$ cat config.mk
export PLATFORM = sky130hd
export DESIGN_NAME = htat_queue
export DESIGN_NICKNAME = d
export VERILOG_FILES = /design/src/design/htat_pkg.sv /design/src/design/htat_queue.sv
export SDC_FILE = /design/constraint.sdc
export NUM_CORES = 1
export LEC_CHECK = 0
export ABC_AREA = 1
export BUFFER_PORTS_ARGS = -buffer_cell sky130_fd_sc_hd__clkbuf_2
export CAP_MARGIN = 20
export CORE_ASPECT_RATIO = 0.8
export CORE_MARGIN = 2
export CORE_UTILIZATION = 57
export CTS_CLUSTER_DIAMETER = 150
export DETAILED_ROUTE_END_ITERATION = 10
export PLACE_DENSITY = 0.84
export SLEW_MARGIN = 20
export SYNTH_ARGS = -nofsm -noshare
export SYNTH_HDL_FRONTEND = slang
export SYNTH_SLANG_ARGS = --single-unit
$ cat constraint.sdc
create_clock -name clk -period 6.7 [get_ports clk]
set_clock_uncertainty 0.2 [all_clocks]
set_input_delay 1.005 -clock clk [delete_from_list [all_inputs] [get_ports clk]]
set_output_delay 1.005 -clock clk [all_outputs]
set_load 0.01 [all_outputs]
$ cat src/design/htat_pkg.sv
// Shared types and constants for the host traffic accounting table.
// Used by the front, queue, table, back and checker modules; depends on nothing.
package htat_pkg;

  localparam int SLOT_W   = 5;
  localparam int QDEPTH   = 4;
  localparam int QPTR_W   = 2;
  localparam int TICKS_W  = 24;
  localparam logic [TICKS_W-1:0] TICKS_RESET = 24'd60000;

  localparam logic OP_PKT  = 1'b0;
  localparam logic OP_TICK = 1'b1;

  localparam logic [1:0] KIND_PKT   = 2'd0;
  localparam logic [1:0] KIND_SRC   = 2'd1;
  localparam logic [1:0] KIND_DST   = 2'd2;
  localparam logic [1:0] KIND_EMPTY = 2'd3;

  localparam logic [1:0] ST_MATCH  = 2'd0;
  localparam logic [1:0] ST_INSERT = 2'd1;
  localparam logic [1:0] ST_FULL   = 2'd2;

  typedef struct packed {
    logic        is_dump;
    logic [31:0] src_ip;
    logic [47:0] src_mac;
    logic [31:0] dst_ip;
    logic [47:0] dst_mac;
    logic [15:0] len;
  } cmd_t;

  typedef struct packed {
    logic [1:0]        kind;
    logic              last;
    logic [1:0]        src_status;
    logic [1:0]        dst_status;
    logic [SLOT_W-1:0] src_slot;
    logic [SLOT_W-1:0] dst_slot;
    logic [SLOT_W-1:0] entry_slot;
    logic [31:0]       entry_ip;
    logic [47:0]       entry_mac;
    logic [31:0]       entry_bytes;
  } result_t;

  typedef struct packed {
    logic cmp;
    logic upd;
    logic clr;
    logic sel_hit;
  } tab_ctl_t;

  typedef struct packed {
    logic [1:0]        status;
    logic [SLOT_W-1:0] slot;
  } tab_res_t;

endpackage

$ cat src/design/htat_queue.sv
// Short command queue between the front and the back so each side stalls alone.
// Uses htat_pkg for the command type.
module htat_queue (
  input  logic           clk,
  input  logic           rst,
  input  logic           push,
  input  htat_pkg::cmd_t push_data,
  output logic           full,
  input  logic           pop,
  output htat_pkg::cmd_t head,
  output logic           empty
);
  import htat_pkg::*;

  cmd_t              slots [QDEPTH];
  logic [QPTR_W-1:0] wr_ptr;
  logic [QPTR_W-1:0] rd_ptr;
  logic [QPTR_W:0]   fill;

  assign full  = (fill == (QPTR_W+1)'(QDEPTH));
  assign empty = (fill == '0);
  assign head  = slots[rd_ptr];

  always_ff @(posedge clk) begin
    if (rst) begin
      wr_ptr <= '0;
      rd_ptr <= '0;
      fill   <= '0;
    end else begin
      if (push) begin
        wr_ptr <= wr_ptr + QPTR_W'(1);
      end
      if (pop) begin
        rd_ptr <= rd_ptr + QPTR_W'(1);
      end
      if (push && !pop) begin
        fill <= fill + (QPTR_W+1)'(1);
      end else if (pop && !push) begin
        fill <= fill - (QPTR_W+1)'(1);
      end
    end
  end

  always_ff @(posedge clk) begin
    if (push) begin
      slots[wr_ptr] <= push_data;
    end
  end

endmodule

[Yosys cells after proc, flatten, opt, wreduce, memory -nomap -nowiden]
Memories as Yosys holds them, arrays and structs flattened. A register that Yosys moved wholly into a read port is not among the register bits.
Cells that the tools add are included.
W data, S select, Z words.
Operators by class
  $add $sub $neg: 4
  mux-type cells: 6
  reduce and logical (&&, ||, !) cells: 6
  eq/ne operators: 1
Operator list (count)
  $mux W3: 2
  $add A2 B1 Y2 const B: 2
  $mux W2: 2
  $add A3 B1 Y3 const B: 1
  $eq A3 B3 Y1 const B: 1
  $logic_not A3 Y1: 1
  $sub A3 B1 Y3 const B: 1
  $logic_and A1 B1 Y1: 2
  $logic_not A1 Y1: 2
  $mux W1: 2
  $reduce_bool A2 Y1: 1
Word-level totals
  word-level logic and storage cells: 21
  bits in registers: 7
  input port bits: 181
  memories: 1
  bits in writable memories: 708
  output and inout bits: 179
Memories
  slots: words 4, bits a word 177, read ports 1, clocked after memory_dff 1, write ports 1, RTL line htat_queue.sv:15  | cmd_t slots [QDEPTH];

[Depth between registers and ports, before layout]
  depth in word-level cells: 4
  depth in mapped cells: 10
  mapped depth without buffers: 10

[Least setup slack after synthesis]
No wires, ideal clock.
  kind: input to register
  start point: input push
  end point: memory slots[2][0] (netlist bit), enable pin
  setup time: 0.529 ns
  path slack: 1.532 ns
  arrival time: 4.439 ns
  stages on the path: 2
  data required time: 5.971 ns
  buffers on the path: 0
  cell sequence: nand2_1 > inv_1
Between the ends
  word-level cells in the longest chain between the ends: 2
RTL lines
  from (decl): RTL line htat_queue.sv:6  | input logic push,
  $mux W1: RTL line htat_queue.sv:45  | if (push) begin
  $mux W1 (implied by the code): RTL line htat_queue.sv:46  | slots[wr_ptr] <= push_data;
  to (decl): RTL line htat_queue.sv:15
No other way between the ends.

==> impl_metrics.ini <==
[die]
fp.dieW_um = 244.9
initial_core_util_pct = 57.86
placementRows = 70
io_pins = 360
coreArea_um2 = 45720
dieArea_um2 = 48160
die_y_um = 196.7

[timing]
relSlewSlack_pct = 21.66
tightestPinTransition_ps = 1175
finalSetupViolations = 0
setup_tns_ps = 0
final_max_slew_viol_count = 0
fin_crit_ps = 4735
rsz0062_at_grt = no
max_freq_mhz = 211.2
finalHoldViolations = 0
whs_ps = 259.9
period_share_pct = 70.67

[global_routing]
grt_pass1_wl_um = 89880
first_global_vias = 16346
grt_usage_pct = 24.31
grt_max_degree = 213
antenna_found_initial = 6
grt_overflow = 0

[critical_path]
critPathBufInv = 3
slowest_delay_ps = 880
crit_slowest_cell = dfxtp_4
crit_fanout = 207
cp-end-kind = output port
required_ps = 5490
crit_type = reg2out
path_delay_family = buffers and inverters
crit_chain = clkinv_8 > buf_4 > o21ai_0 > o22ai_1 > clkbuf_2
arrival_ps = 3530
worstSetupStartpointType = flip-flop

[run_status]
status = completed

[logic_synthesis]
synth_compound_area_share_pct = 11.03
synth_nets = 1956
netlist_instances = 1769
yosys_warnings = 0
seq_area_frac_synth_pct = 81.05
yosys.area_share.simple_pct = 5.316
yosys-top-cells-area = edfxtp_1 80%, o21ai_0 6.7%, nor2_1 5.1%
synth_xor_area_share_pct = 0.03311
synthAdderAreaFrac_pct = 0.3122
muxShareOfSynthArea_pct = 0
syn_avg_cell_area_um2 = 14.95
synth.top_cell.area_share_pct = 80.37
synth_seq_cells = 717
synth_area_um2 = 26450
synth_top_family_by_area = compound AO/OA/AOI/OAI gates
ys_types = 22
synth_largest_area_cell = edfxtp_1

[routing]
detail_route.wl_per_cell_um = 21.36
drt-total-wl_um = 59010
drtIter0Drc = 1730
vias_per_cell = 5.961
drc = 0
dr.pass1.iters = 7
ant_nets = 0
vias = 16471

[layout]
syn_to_final_growth_pct = 16.62
post-route-util_pct = 67.48
final_cell_mix = 708 x edfxtp_1, 360 x nor2_1, 359 x clkbuf_2
register_area_um2 = 21450
nFillCells = 2949
layout_commonest_cell = edfxtp_1
nNetsFinal = 2285
multi_input_area_um2 = 4417
stdcell_area_um2 = 30850
drive_gt1_share_pct = 22.52

[clock_tree]
numCtsBuffers = 68
cts_max_level = 3
root_buffer = clkbuf_16
cts_setup_buffers = 0
clockBufferDepth = 3
worstSkewPairLatency_ps = 580
clk_pin_slew_ps = 60
cts_tree = built
cts.sinks = 717
ctsResizeCount = 0
hold_buffers = 0

[place]
port_buffers = 359
place_congestion = 0.7787
dpl_cell_area_um2 = 28690
dp.final_hpwl_um = 31970

[power]
p_leak_uw = 0.01078
powerDensity_nw_per_um2 = 316.5
irDropWorstVdd_mv = 0.3619
power.total_uw = 9765

[hold_path]
hp-class = reg2reg

[job]
maxCapViolations = 0
[synthesized netlist by cell type]
library cell,count
buf_2,31
inv_1,15
nand3_1,1
ha_1,5
a21oi_1,3
xor2_1,1
o21ai_1,3
clkbuf_1,70
inv_2,2
nor2_1,360
nand4_1,1
o22ai_1,177
buf_6,3
o21ai_0,356
dfxtp_1,9
clkbuf_2,2
fa_1,1
buf_4,9
buf_1,1
edfxtp_1,708
nand2_1,9
nor3_1,2
[power by group]
| part | leakage, uW | internal, uW | switching, uW | total (uW) |
|---|---|---|---|---|
| Sequential | 0.00658 | 5130 | 61.8 | 5190 |
| Combinational | 0.00315 | 264 | 590 | 855 |
| Clock | 0.00105 | 2110 | 1600 | 3720 |
| Total | 0.0108 | 7510 | 2250 | 9760 |
[routing by layer]
metal	up-vias	GRT usage (%)	share of wire, %
met5	-	0	0.11
met4	10	8.243	2.6
met3	122	7.244	10
met2	789	40.15	50
met1	8168	31.05	37
li1	7382	-	-
[logic make-up (layout without fill, tap and decap cells)]
kind of cell | after synthesis | after routing
AOI/OAI and AO/OA | 539 | 539
adders and majority gates | 6 | 6
and+or+nand+nor | 373 | 373
other | 0 | 2
DFF | 717 | 717
buffers and inverters | 133 | 513
xor gates and xnor gates | 1 | 1
[worst register-to-register path, stage by stage (launching register included)]
cell      delay, ps
dfxtp_1         330
inv_1           130
ha_1            160
nand2_1          90
clkinv_4        540
buf_4           860
[layout make-up]
cell class                 count  share of cell area [%]
tap                          612                   2.482
antenna                        2                 0.01622
clock inverter                44                   1.217
multi-input combinational    919                   14.32
inverter                      17                  0.3204
sequential                   717                   69.52
clock buffer                  77                   5.763
timing repair buffer         375                   6.359
[flip-flops by register name, summed over array words and instances (netlist names), named ones only]
signal and cells:
slots 708, fill 3, rd_ptr 2, wr_ptr 2
[stage by stage]
step                      cells  setup slack, ps
after global routing       2762             1699
after CTS                  2761             2086
final                      2763             1965
after detailed placement   2640             2770
after global placement     2639             2779
after floorplan            1769             1532
[worst paths after layout]
| check | depth (start not counted) | end | startpoint | slack [ps] |
|---|---|---|---|---|
| worst max-delay path | 5 | head[74] | flip-flop | 1970 |
| worst min-delay path | 1 | flip-flop | rd_ptr[1]$_SDFFE_PP0P_ | 260 |
| worst min register to register | 1 | flip-flop | rd_ptr[1]$_SDFFE_PP0P_ | 260 |
| worst max register to register | 5 | slots[2][67]$_DFFE_PP_ | wr_ptr[0]$_SDFFE_PP0P_ | 3960 |
No activity file was read; power rests on OpenSTA's default activity.
