**src/design/htat_pkg.sv**
```systemverilog
// Shared types and constants for the host traffic accounting table.
// Used by the front, queue, table, back and checker modules; depends on nothing.
package htat_pkg;

  localparam int SLOT_W   = 5;
  localparam int QDEPTH   = 4;
  localparam int QPTR_W   = 2;
  localparam int TICKS_W  = 24;
  localparam logic [TICKS_W-1:0] TICKS_RESET = 24'd60000;

  localparam logic OP_PKT  = 1'b0;
  localparam logic OP_TICK = 1'b1;

  localparam logic [1:0] KIND_PKT   = 2'd0;
  localparam logic [1:0] KIND_SRC   = 2'd1;
  localparam logic [1:0] KIND_DST   = 2'd2;
  localparam logic [1:0] KIND_EMPTY = 2'd3;

  localparam logic [1:0] ST_MATCH  = 2'd0;
  localparam logic [1:0] ST_INSERT = 2'd1;
  localparam logic [1:0] ST_FULL   = 2'd2;

  typedef struct packed {
    logic        is_dump;
    logic [31:0] src_ip;
    logic [47:0] src_mac;
    logic [31:0] dst_ip;
    logic [47:0] dst_mac;
    logic [15:0] len;
  } cmd_t;

  typedef struct packed {
    logic [1:0]        kind;
    logic              last;
    logic [1:0]        src_status;
    logic [1:0]        dst_status;
    logic [SLOT_W-1:0] src_slot;
    logic [SLOT_W-1:0] dst_slot;
    logic [SLOT_W-1:0] entry_slot;
    logic [31:0]       entry_ip;
    logic [47:0]       entry_mac;
    logic [31:0]       entry_bytes;
  } result_t;

  typedef struct packed {
    logic cmp;
    logic upd;
    logic clr;
    logic sel_hit;
  } tab_ctl_t;

  typedef struct packed {
    logic [1:0]        status;
    logic [SLOT_W-1:0] slot;
  } tab_res_t;

endpackage

```
**src/design/htat_front.sv**
```systemverilog
// Input side: accepts beats, keeps the window tick counter and the window length
// register, and turns packets and window ends into queue commands. Uses htat_pkg.
module htat_front (
  input  logic                           clk,
  input  logic                           rst,
  input  logic                           s_tvalid,
  output logic                           s_tready,
  input  logic [175:0]                   s_tdata,
  input  logic [0:0]                     s_tuser,
  input  logic                           cfg_we,
  input  logic [htat_pkg::TICKS_W-1:0]   cfg_wdata,
  input  logic                           q_full,
  output logic                           q_push,
  output htat_pkg::cmd_t                 q_data
);
  import htat_pkg::*;

  logic [TICKS_W-1:0] window_ticks;
  logic [TICKS_W-1:0] window_count;
  logic [TICKS_W-1:0] count_inc;
  logic               accept;
  logic               is_tick;
  logic               win_end;

  assign s_tready  = !q_full;
  assign accept    = s_tvalid && s_tready;
  assign is_tick   = (s_tuser[0] == OP_TICK);
  assign count_inc = window_count + TICKS_W'(1);
  assign win_end   = !(count_inc < window_ticks);
  assign q_push    = accept && (!is_tick || win_end);

  always_comb begin
    q_data.is_dump = is_tick;
    q_data.src_ip  = s_tdata[31:0];
    q_data.src_mac = s_tdata[79:32];
    q_data.dst_ip  = s_tdata[111:80];
    q_data.dst_mac = s_tdata[159:112];
    q_data.len     = s_tdata[175:160];
  end

  always_ff @(posedge clk) begin
    if (rst) begin
      window_ticks <= TICKS_RESET;
    end else if (cfg_we) begin
      window_ticks <= cfg_wdata;
    end
  end

  always_ff @(posedge clk) begin
    if (rst) begin
      window_count <= '0;
    end else if (accept && is_tick) begin
      window_count <= win_end ? '0 : count_inc;
    end
  end

endmodule

```
**config.mk**
```make
export PLATFORM = sky130hd
export DESIGN_NAME = htat_front
export DESIGN_NICKNAME = d
export VERILOG_FILES = /design/src/design/htat_pkg.sv /design/src/design/htat_front.sv
export SDC_FILE = /design/constraint.sdc
export NUM_CORES = 1
export LEC_CHECK = 0
export ABC_AREA = 1
export BUFFER_PORTS_ARGS = -buffer_cell sky130_fd_sc_hd__buf_2
export CAP_MARGIN = 20
export CORE_AREA = 2 2 148 150
export DETAILED_ROUTE_END_ITERATION = 7
export DIE_AREA = 0 0 150 152
export PLACE_DENSITY_LB_ADDON = 0.2
export SETUP_SLACK_MARGIN = 0.05
export SYNTH_ARGS = -nofsm -noshare
export SYNTH_HDL_FRONTEND = slang
export SYNTH_SLANG_ARGS = --single-unit
```
**constraint.sdc**
```tcl
create_clock -name clk -period 7 [get_ports clk]
set_input_delay 0.35 -clock clk [delete_from_list [all_inputs] [get_ports clk]]
set_output_delay 0.35 -clock clk [all_outputs]
set_load 0.02 [all_outputs]
```
; ---- Word level (Yosys, flattened, before mapping)
; Cells that the tools add are included.
[word_totals]
regBits = 48
output_inout_bits = 179
elab_cells = 12
inputBits = 206
[classes]
muxes = 1
order_cmp = 1
reduce_logical = 7
add_sub_neg = 1
[op_table]
columns = cell, count
row1 = 24-bit by 1-bit adder with 24-bit output (second input constant), 1
row2 = 24-bit less-than comparator, 1
row3 = 24-bit two-way mux, 1
row4 = 1-bit logical AND, 3
row5 = 1-bit zero test, 3
row6 = 1-bit logical OR, 1

; ---- Logic depth before layout (Yosys ltp)
[depth]
depth_word = 5
mapped_depth = 18
mapped_depth_nobuf = 18

; ---- Least setup slack after synthesis
; OpenSTA, ideal clock, no wires.
[synth_timing]
kind = flip-flop to output port
startpoint = register window_count[0]
endpoint = output q_push
stages_incl_launch_ff = 18
slack_ps = 4428
arrival_time_ps = 2222
required_time_ps = 6650
path_buffers = 0
cell_sequence = dfxtp_1 ha_1 nand2_1 nor2_2 nand2_2 nor2_4 nand2_1 nand2_1 nand2_1 ha_1 nand2_1 nor2_1 nand4_1 nor2_1 nand2_1 nand3_1 nand3_1 inv_1
[synth_between]
elab_chain_len = 5
[synth_lines]
columns = item, line_no
row1 = "start, declared", htat_front.sv:19  ; logic [TICKS_W-1:0] window_count;
row2 = "start signal, assigned", htat_front.sv:53  ; window_count <= win_end ? '0 : count_inc;
row3 = 24-bit by 1-bit adder with 24-bit output, htat_front.sv:28  ; assign count_inc = window_count + TICKS_W'(1);
row4 = 24-bit less-than comparator, htat_front.sv:29  ; assign win_end = !(count_inc < window_ticks);
row5 = 1-bit zero test, htat_front.sv:29
row6 = 1-bit logical OR, htat_front.sv:30  ; assign q_push = accept && (!is_tick || win_end);
row7 = 1-bit logical AND, htat_front.sv:30
row8 = "end, declared", htat_front.sv:13  ; output logic q_push,
; No other way between the ends.

; ---- Worst setup path in the final report
; Ends and elaborated chain as after synthesis.

==> results by group <==
Cells and area
  • Total Nets Final: 681
  • Most frequent cells in the layout: nand2_1, a21oi_1, inv_1
  • Post-layout util: 0.169
  • Antenna cell count: 0
  • Most common cell after layout, fill and taps aside: nand2_1
  • Design area: 3610 sq um
  • Syn-to-layout area delta: -16.1%
  • Post-route insts no fill: 732
  • Layout cells sized above 1: 0.144

Worst setup path
  • Critical path type: flop to primary output
  • Max Fanout on Critical Path: 13
  • Startpoint Class: flop
  • CP Capture Type: primary output
  • Req. time, crit path: 6650 ps
  • CP arrival: 3540 ps

GRT
  • Vias in the first global route: 2,971
  • Largest net degree at the start of global routing: 41
  • First-pass GRT wire length: 15.7 mm
  • GRT overflow: 0
  • GRT Total Usage: 0.0880
  • Initial antenna violation count: 0

Floorplanning
  • Starting Density: 0.202
  • Core box area: 21,400 sq um
  • Die Y: 152 um
  • I/O pin count: 385
  • Die width: 150 um
  • Cell Rows: 54
  • DIE AREA: 22,800 sq um

Pwr
  • Total Power: 0.653 mW
  • Worst vdd ir: 0.0779 mV
  • Lkg Pwr: 1.57 nW
  • Pwr dens: 181 nW/um^2

STA
  • Worst Tran Pin Value: 892 ps
  • Crit path time final: 3890 ps
  • Max Clock Skew: 5.50 ps
  • Unrepaired setup endpoints after global routing: no
  • Hold_ws: 264 ps
  • Max Freq: 257 MHz
  • Pins Over Slew Limit: 0
  • Tcrit/Tclk final: 0.555
  • Worst setup margin: 3110 ps
  • Slew margin rel.: 0.405
  • Setup total negative slack: 0 ps
  • Final Hold Vio Count: 0
  • Setup violators final: 0

Logic synthesis
  • Yosys warning count: 0
  • Syn_nets: 832
  • Cells after Synth: 602
  • FF+latch count, synth: 48
  • Post-synthesis sequential area ratio: 0.223
  • Average cell area after synthesis: 7.15 sq um
  • Cell Area, Synth: 4300 sq um
  • Synth cell types: 29

Placed design
  • Post-DP HPWL: 7.57 mm
  • DP Cell Count: 724
  • GP Congestion: 0.790
  • DP Worst Slack: 3360 ps
  • DP Area: 3470 sq um
  • IO Port Bufs: 32

Route
  • Routed vias/inst: 3.92
  • Wire length per cell: 13.7 um
  • Top layer in use: met4
  • Routed WL: 10.0 mm
  • Met3 WL: 680 um
  • 1st-pass router iterations: 4
  • Vias: 2,866
  • M1 wire length: 4.55 mm
  • Post-route ant nets: 0
  • Initial drt markers: 105
  • Met2 wire length: 3.97 mm
  • Drt drc: 0

Clock network
  • CTS tree: built
  • Clock Latency Late Sink: 290 ps
  • Htree depth: 2
  • Clock tree buffer depth: 2
  • CTS resizes: 0
  • CTS Hold Bufs: 0
  • Postcts setup bufs: 0
  • Sink Count: 48
  • Root Buffer: clkbuf_16
  • Num CTS Buffers: 5
  • Clock-pin slew on the worst setup and hold paths: 70 ps

Run status
  • Status: finished, final reports clean

Job
  • MaxCap Viol Count: 0

Min path
  • Min-delay worst type: input port to flop
==> cell families (layout without fill, tap and decap cells) <==
logic type / Yosys count / count (layout) / synth area share
xor+xnor: 11 / 11 / 0.0276
compound gates: 106 / 106 / 0.127
simple gates: 165 / 165 / 0.181
fa+ha+maj: 24 / 24 / 0.0698
buf+inv: 248 / 98 / 0.372
flops: 48 / 48 / 0.223
==> worst max-delay path, cell delays in order (launching register included) <==
cell	delay, ps
dfxtp_1	400
ha_1	190
nand2_1	100
nor2_2	180
nand2_2	100
nor2_2	150
xor2_1	280
ha_1	290
nand2_1	60
inv_1	50
nand2_1	50
nand2_1	40
nand2_1	50
nand2_1	90
a21oi_2	520
buf_4	320
nand3_1	100
nand3_1	80
inv_1	40
buf_2	150
==> registers in the layout, summed over array words and instances, names as in the netlist <==
name / count
window_count: 24
window_ticks: 24
==> cell type report <==
class                      instances  area (sq um)
tap                              280           350
sequential                        48           961
inverter                          54           203
timing repair buffer              36           210
clock buffer                       8           146
multi-input combinational        306          1740
fill                            2506         17700
==> cell usage after synthesis <==
| cell type | n | area share |
|---|---|---|
| inv_1 | 51 | 0.044 |
| nand2_4 | 1 | 0.0026 |
| nand3_2 | 1 | 0.0023 |
| a21oi_2 | 2 | 0.0041 |
| inv_2 | 2 | 0.0017 |
| and2_1 | 1 | 0.0015 |
| nand2_1 | 75 | 0.065 |
| clkinv_1 | 1 | 0.00087 |
| nor3_1 | 2 | 0.0023 |
| clkbuf_1 | 13 | 0.011 |
| buf_4 | 177 | 0.31 |
| xor2_2 | 3 | 0.011 |
| nor2_4 | 3 | 0.0079 |
| buf_2 | 4 | 0.0047 |
| dfxtp_1 | 48 | 0.22 |
| nor2_1 | 27 | 0.024 |
| a21oi_1 | 53 | 0.062 |
| o21ai_0 | 48 | 0.056 |
| xor2_1 | 4 | 0.0081 |
| a21o_1 | 2 | 0.0035 |
| nor2_8 | 1 | 0.0047 |
| nand3_1 | 33 | 0.038 |
| nand3b_1 | 5 | 0.0087 |
| o21a_1 | 1 | 0.0017 |
| nand4_1 | 6 | 0.0087 |
| xnor2_1 | 4 | 0.0081 |
| nor2_2 | 5 | 0.0073 |
| nand2_2 | 5 | 0.0073 |
| ha_1 | 24 | 0.070 |
==> power breakdown <==
| part | internal, mW | switching, mW |
|---|---|---|
| logic | 0.0381 | 0.0618 |
| clock network | 0.143 | 0.108 |
| registers | 0.289 | 0.0116 |
==> metal layers <==
metal,vias to the layer above,global-route usage
met3,90,0.0243
met4,0,0.0719
li1,1447,-
met1,1250,0.107
met5,-,0
met2,79,0.128
==> path summary, 6_finish.rpt <==
| path | from | to | slack (ps) | cells after the start |
|---|---|---|---|---|
| worst min register to register | window_ticks[10] | window_ticks[10] | 470 | 2 |
| worst max register to register | window_count[0] | window_count[18] | 3820 | 17 |
| worst max-delay path | window_count[0] | q_push | 3110 | 19 |
| worst min-delay path | cfg_wdata[15] | window_ticks[15] | 260 | 3 |
(Power assumes the default switching activity.)
